===== src/hw/rtl/txc_pkg.sv =====
package txc_pkg;

  // operation codes on the input channel
  localparam logic [1:0] OP_PUT    = 2'd0;
  localparam logic [1:0] OP_READ   = 2'd1;
  localparam logic [1:0] OP_SETCUR = 2'd2;
  localparam logic [1:0] OP_CLEAR  = 2'd3;

  // character codes
  localparam logic [7:0] CH_BS    = 8'h08;
  localparam logic [7:0] CH_TAB   = 8'h09;
  localparam logic [7:0] CH_LF    = 8'h0A;
  localparam logic [7:0] CH_CR    = 8'h0D;
  localparam logic [7:0] CH_SPACE = 8'h20;
  localparam logic [7:0] CH_DEL   = 8'h7F;

  localparam int TAB_STEP = 8;

  localparam logic [7:0] ATTR_RESET = 8'd15;

  // widest cursor fields over the whole parameter range
  localparam int CMD_COL_W = 7;
  localparam int CMD_ROW_W = 6;
  localparam int CMD_IDX_W = 11;

  localparam int QUEUE_DEPTH = 2;

  typedef enum logic [3:0] {
    K_NOP    = 4'd0,
    K_BS     = 4'd1,
    K_TAB    = 4'd2,
    K_CR     = 4'd3,
    K_LF     = 4'd4,
    K_PRINT  = 4'd5,
    K_READ   = 4'd6,
    K_SETCUR = 4'd7,
    K_CLEAR  = 4'd8
  } cmd_kind_t;

  typedef struct packed {
    cmd_kind_t              kind;
    logic [7:0]             char_code;
    logic [CMD_IDX_W-1:0]   cell_index;
    logic [CMD_COL_W-1:0]   column;
    logic [CMD_ROW_W-1:0]   row;
  } txc_cmd_t;

  typedef struct packed {
    logic     valid;
    txc_cmd_t cmd;
  } txc_q_t;

endpackage


===== src/hw/rtl/txc_front.sv =====
module txc_front #(
  parameter int COLUMNS = 80,
  parameter int ROWS    = 25
) (
  input  logic             clk,
  input  logic             rst_n,
  input  logic             in_valid,
  output logic             in_stall,
  input  logic [1:0]       in_operation,
  input  logic [7:0]       in_char_code,
  input  logic [10:0]      in_cell_index,
  input  logic [6:0]       in_new_column,
  input  logic [4:0]       in_new_row,
  input  logic             init_busy,
  input  logic             cmd_pop,
  output txc_pkg::txc_q_t  cmd_q
);
  import txc_pkg::*;

  localparam int CELLS  = COLUMNS * ROWS;
  localparam int QPTR_W = $clog2(QUEUE_DEPTH);
  localparam int QCNT_W = $clog2(QUEUE_DEPTH + 1);

  txc_cmd_t            cmd_new;
  txc_cmd_t            q_r [QUEUE_DEPTH];
  logic [QPTR_W-1:0]   wr_ptr_r, wr_ptr_nxt;
  logic [QPTR_W-1:0]   rd_ptr_r, rd_ptr_nxt;
  logic [QCNT_W-1:0]   count_r, count_nxt;
  logic                push;
  logic                pop;

  // classify the request and clamp the cursor fields to the screen
  always_comb begin
    cmd_new.kind       = K_NOP;
    cmd_new.char_code  = in_char_code;
    cmd_new.cell_index = in_cell_index;
    cmd_new.column     = (int'(in_new_column) > COLUMNS - 1) ?
                         CMD_COL_W'(COLUMNS - 1) : in_new_column;
    cmd_new.row        = (int'(in_new_row) > ROWS - 1) ?
                         CMD_ROW_W'(ROWS - 1) : CMD_ROW_W'(in_new_row);
    case (in_operation)
      OP_PUT: begin
        case (in_char_code) inside
          CH_BS:             cmd_new.kind = K_BS;
          CH_TAB:            cmd_new.kind = K_TAB;
          CH_CR:             cmd_new.kind = K_CR;
          CH_LF:             cmd_new.kind = K_LF;
          [CH_SPACE:CH_DEL]: cmd_new.kind = K_PRINT;
          default:           cmd_new.kind = K_NOP;
        endcase
      end
      OP_READ: begin
        // out of range reads answer zero without touching the store
        cmd_new.kind = (int'(in_cell_index) < CELLS) ? K_READ : K_NOP;
      end
      OP_SETCUR: cmd_new.kind = K_SETCUR;
      OP_CLEAR:  cmd_new.kind = K_CLEAR;
      default:   cmd_new.kind = K_NOP;
    endcase
  end

  assign in_stall = (count_r == QCNT_W'(QUEUE_DEPTH)) || init_busy;
  assign push     = in_valid && !in_stall;
  assign pop      = cmd_pop && (count_r != '0);

  always_comb begin
    wr_ptr_nxt = wr_ptr_r;
    rd_ptr_nxt = rd_ptr_r;
    count_nxt  = count_r;
    if (push) begin
      wr_ptr_nxt = (int'(wr_ptr_r) == QUEUE_DEPTH - 1) ? '0 : wr_ptr_r + 1'b1;
    end
    if (pop) begin
      rd_ptr_nxt = (int'(rd_ptr_r) == QUEUE_DEPTH - 1) ? '0 : rd_ptr_r + 1'b1;
    end
    if (push && !pop) begin
      count_nxt = count_r + 1'b1;
    end else if (pop && !push) begin
      count_nxt = count_r - 1'b1;
    end
  end

  always_ff @(posedge clk) begin
    if (!rst_n) begin
      wr_ptr_r <= '0;
      rd_ptr_r <= '0;
      count_r  <= '0;
    end else begin
      wr_ptr_r <= wr_ptr_nxt;
      rd_ptr_r <= rd_ptr_nxt;
      count_r  <= count_nxt;
    end
  end

  always_ff @(posedge clk) begin
    if (push) begin
      q_r[wr_ptr_r] <= cmd_new;
    end
  end

  assign cmd_q.valid = (count_r != '0);
  assign cmd_q.cmd   = q_r[rd_ptr_r];

endmodule


===== config.mk =====
export PLATFORM = sky130hd
export DESIGN_NAME = txc_front
export DESIGN_NICKNAME = d
export VERILOG_FILES = /design/src/hw/rtl/txc_pkg.sv /design/src/hw/rtl/txc_front.sv
export SDC_FILE = /design/constraint.sdc
export NUM_CORES = 1
export LEC_CHECK = 0
export BUFFER_PORTS_ARGS = -buffer_cell sky130_fd_sc_hd__buf_2
export CORE_ASPECT_RATIO = 1.1
export CORE_UTILIZATION = 28
export DETAILED_ROUTE_END_ITERATION = 10
export GPL_TIMING_DRIVEN = 0
export RECOVER_POWER = 100
export SKIP_LAST_GASP = 1
export SYNTH_ARGS = -nofsm -noshare
export SYNTH_HDL_FRONTEND = slang
export SYNTH_SLANG_ARGS = --single-unit
export TNS_END_PERCENT = 10

===== constraint.sdc =====
create_clock -name clk -period 5.2 [get_ports clk]
set_input_delay 0.26 -clock clk [delete_from_list [all_inputs] [get_ports clk]]
set_output_delay 0.26 -clock clk [all_outputs]
set_load 0.005 [all_outputs]

==> metrics.md <==
| Metric | Value |
|---|---|
| Clk pwr share | `between 20 and 30%` |
| Hpwl dp | `a little over 4 mm` |
| Delay of the slowest critical-path stage | `between 1 and 1.5 ns` |
| Cts bufs inserted | `9` |
| Final Net Count | `293` |
| CTS tree | `built` |
| Cell mode on critical path | `nor2b_1` |
| Detail Route Antenna Nets | `0` |
| CP Data Arrival Time | `between 3 and 4 ns` |
| IO Port Bufs | `between 70 and 80` |
| Clock Latency Late Sink | `0.34 ns` |
| Power per cell area | `~420 mW/mm^2` |
| Crit share post-route | `57.7%` |
| Ys async rst share | `0%` |
| Number of enable flip-flop cells after synthesis | `70` |
| Setup ws final | `between 2 and 2.5 ns` |
| Most frequent cell after synthesis | `edfxtp_1` |
| Initial antenna violation count | `0` |
| Synth top area share | `a little under three quarters` |
| CP startpoint kind | `flop` |
| Worst hold path type | `in -> reg` |
| CP max stage cell | `nor2b_1` |
| Clock skew | `just over 0.006 ns` |
| Post-CTS Setup Bufs | `0` |
| Seq pwr share | `about half` |
| Fin. Hold Viols | `0` |
| Final setup viols | `0` |
| # rows | `38` |
| Design area | `~0.0037 mm^2` |
| Worst-path clk slew | `approximately 0.07 ns` |
| Vias in the first global route | `roughly 1700` |
| Clock sinks | `75` |
| R2r setup slk | `2.20 ns` |
| Maximum VDD drop | `roughly 0.19 mV` |
| Failing checks | `max-capacitance violations, max-slew violations` |
| I/O pins | `76` |
| Worst slack at placement | `3.18 ns` |
| Area after DPL | `0.00357 mm^2` |
| Iteration-0 DRC Markers | `39` |
| Static leakage | `~1.2 nW` |
| RSZ-0062 raised after global routing | `no` |
| Tmin final | `between 3 and 4 ns` |
| Worst Tran Pin Value | `1.90 ns` |
| Synth-to-Final Area Change | `24.3%` |
| Net Count, Synth | `approximately 210` |
| Mean routed wirelength per cell | `between 10 and 15 um` |
| Final RePlAce weighted congestion | `~0.68` |
| CP required | `5.25 ns` |
| Inserted Diodes | `0` |
| CP Max Fanout | `18` |
| Pint | `1.13 mW` |
| Vias/cell | `between 4 and 5` |
| Combinational share of power | `24.1%` |
| Die area | `approximately 0.011 mm^2` |
| Commonest register cell after synthesis | `edfxtp_1` |
| CTS H-tree lvls | `3` |
| Slew Limit Fails | `18` |
| Clock buffer depth | `2` |
| Netlist cell types | `31` |
| Fin Setup TNS | `0 ns` |
| Mapped Area | `0.00296 mm^2` |
| Switching Power | `just over 400 uW` |
| Maxcap violations | `1` |
| Critical path capture point type | `flop` |
| Die Y | `around 110 um` |
| Initial cell density of the core | `29.3%` |
| Outcome | `finished, violations left` |
| Pin count of the biggest net entering global routing | `19` |
| Top area cells in the synthesized netlist | `edfxtp_1, mux2_2, dfxtp_1` |
| Detailed-route DRC error count | `0` |
| Post-synth top area cell | `edfxtp_1` |
| Hold Buf Count CTS | `0` |
| Synth Warn # | `0` |
| Syn Inst Count | `between 150 and 200` |
| Fmax | `roughly 0.33 GHz` |
| Worst hold slack | `between 0.1 and 0.15 ns` |
| Pre-antenna DRT Iters | `4` |
| Rel. slew slack | `-26.7%` |
| Die width | `about 100 um` |
| Synth Area per Inst | `roughly 18 um^2` |
| Register area share after synthesis | `about three quarters` |
| First-pass GRT wire length | `8.78 mm` |
| Worst Path Class, Setup | `reg -> reg` |
| Gates resized, CTS repair | `0` |
| Via count | `~1700` |
| Global route overflow | `0` |
| Post-synth top cells | `edfxtp_1, mux2_2, and2_1, dfxtp_1, nand2b_1` |
| Sw Share | `a little over a quarter` |
| Gr usage total | `between 10% and 20%` |
| Worst path cell trace | `nor2b_1, nor3b_1, nor2b_1, buf_16` |
| Synthesized flop and latch total | `75` |
| CORE AREA | `between 0.01 and 0.015 mm^2` |
| CTS root buf | `clkbuf_8` |
| Share of cells above drive strength 1 | `about a third` |
| WL final | `just under 6 mm` |
## stage by stage
step,instances,power [mW],utilization [%]
2_1_floorplan,167,0.989,-
3_3_place_gp,381,1.14,34.7
3_5_place_dp,383,1.16,35.4
4_1_cts,399,1.59,37.2
5_1_grt,399,1.63,36.5
6_report,399,1.54,36.5
## registers in the layout (all words and copies together) (netlist names), named ones only
name      count
rd_ptr_r      1
count_r       2
wr_ptr_r      1
q_r          70
## layout make-up
cell class / count / area (um^2)
Clock buffer: 10 / 128
Clock inverter: 6 / 56.3
Fill cell: 1035 / 6400
Inverter: 1 / 3.75
Sequential cell: 75 / 2200
Tap cell: 140 / 175
Buffer: 8 / 33.8
Multi-Input combinational cell: 83 / 699
Timing Repair Buffer: 76 / 377
## routing by layer
| metal | track usage, % | routed length, um | up-vias |
|---|---|---|---|
| met4 | 7.14 | 125 | 0 |
| met2 | 18.4 | 2890 | 46 |
| li1 | - | - | 801 |
| met1 | 13.6 | 2570 | 824 |
| met5 | 0 | 0 | - |
| met3 | 3.12 | 290 | 11 |
## critical path: cells and delay by family (launching register included)
| family | cells | cell delay (ns) |
|---|---|---|
| buf+inv | 1 | 0.25 |
| flops | 1 | 0.41 |
| simple gates | 3 | 2.02 |
## layout by cell type, fill, tap and decap left out, types with 2 or more instances in the layout
master	netlist	layout
edfxtp_1	70	70
clkbuf_1	3	47
mux2_2	35	35
buf_2	1	35
clkbuf_8	0	9
and2_0	0	5
nand2b_1	5	5
dfxtp_1	5	5
nor2b_1	4	4
xnor2_1	3	3
nand3_1	3	3
o21ai_0	2	3
and2_1	8	3
clkinv_2	0	3
nor3b_1	1	2
o21bai_1	2	2
a31oi_1	2	2
nand2_1	2	2
or2_2	2	2
nor2_1	2	2
buf_16	0	2
## power groups by stage
stage                     Sequential [mW]  Clock, mW  Combinational (mW)
after floorplan                     0.753          0               0.236
after global placement              0.758          0               0.387
after detailed placement            0.757          0               0.403
after CTS                           0.744      0.445               0.406
after global routing                0.748      0.469               0.411
final                               0.743      0.423               0.370
## cells by family (layout without fill, tap and decap cells)
| kind of cell | count (synthesis) | count (layout) | share of synthesized area (%) |
|---|---|---|---|
| compound gates | 10 | 10 | 2.12 |
| flops | 75 | 75 | 74.5 |
| fa+ha+maj | 1 | 1 | 0.423 |
| simple gates | 31 | 31 | 6.31 |
| buf+inv | 9 | 101 | 1.69 |
| mux | 36 | 36 | 13.7 |
| xor+xnor | 4 | 4 | 1.19 |
| other cells | 1 | 1 | 0.127 |
## path summary, 6_finish.rpt
path                      startpoint                     to  depth (start not counted)
max          count_r[0]$_SDFFE_PN0P_    q_r[0][5]$_DFFE_PP_                          4
min                 in_cell_index[2]   q_r[1][14]$_DFFE_PP_                          1
max reg2reg  count_r[0]$_SDFFE_PN0P_    q_r[0][5]$_DFFE_PP_                          4
min reg2reg    wr_ptr_r$_SDFFE_PN0P_  wr_ptr_r$_SDFFE_PN0P_                          2
Note: power is estimated with default switching activity, not from simulation.
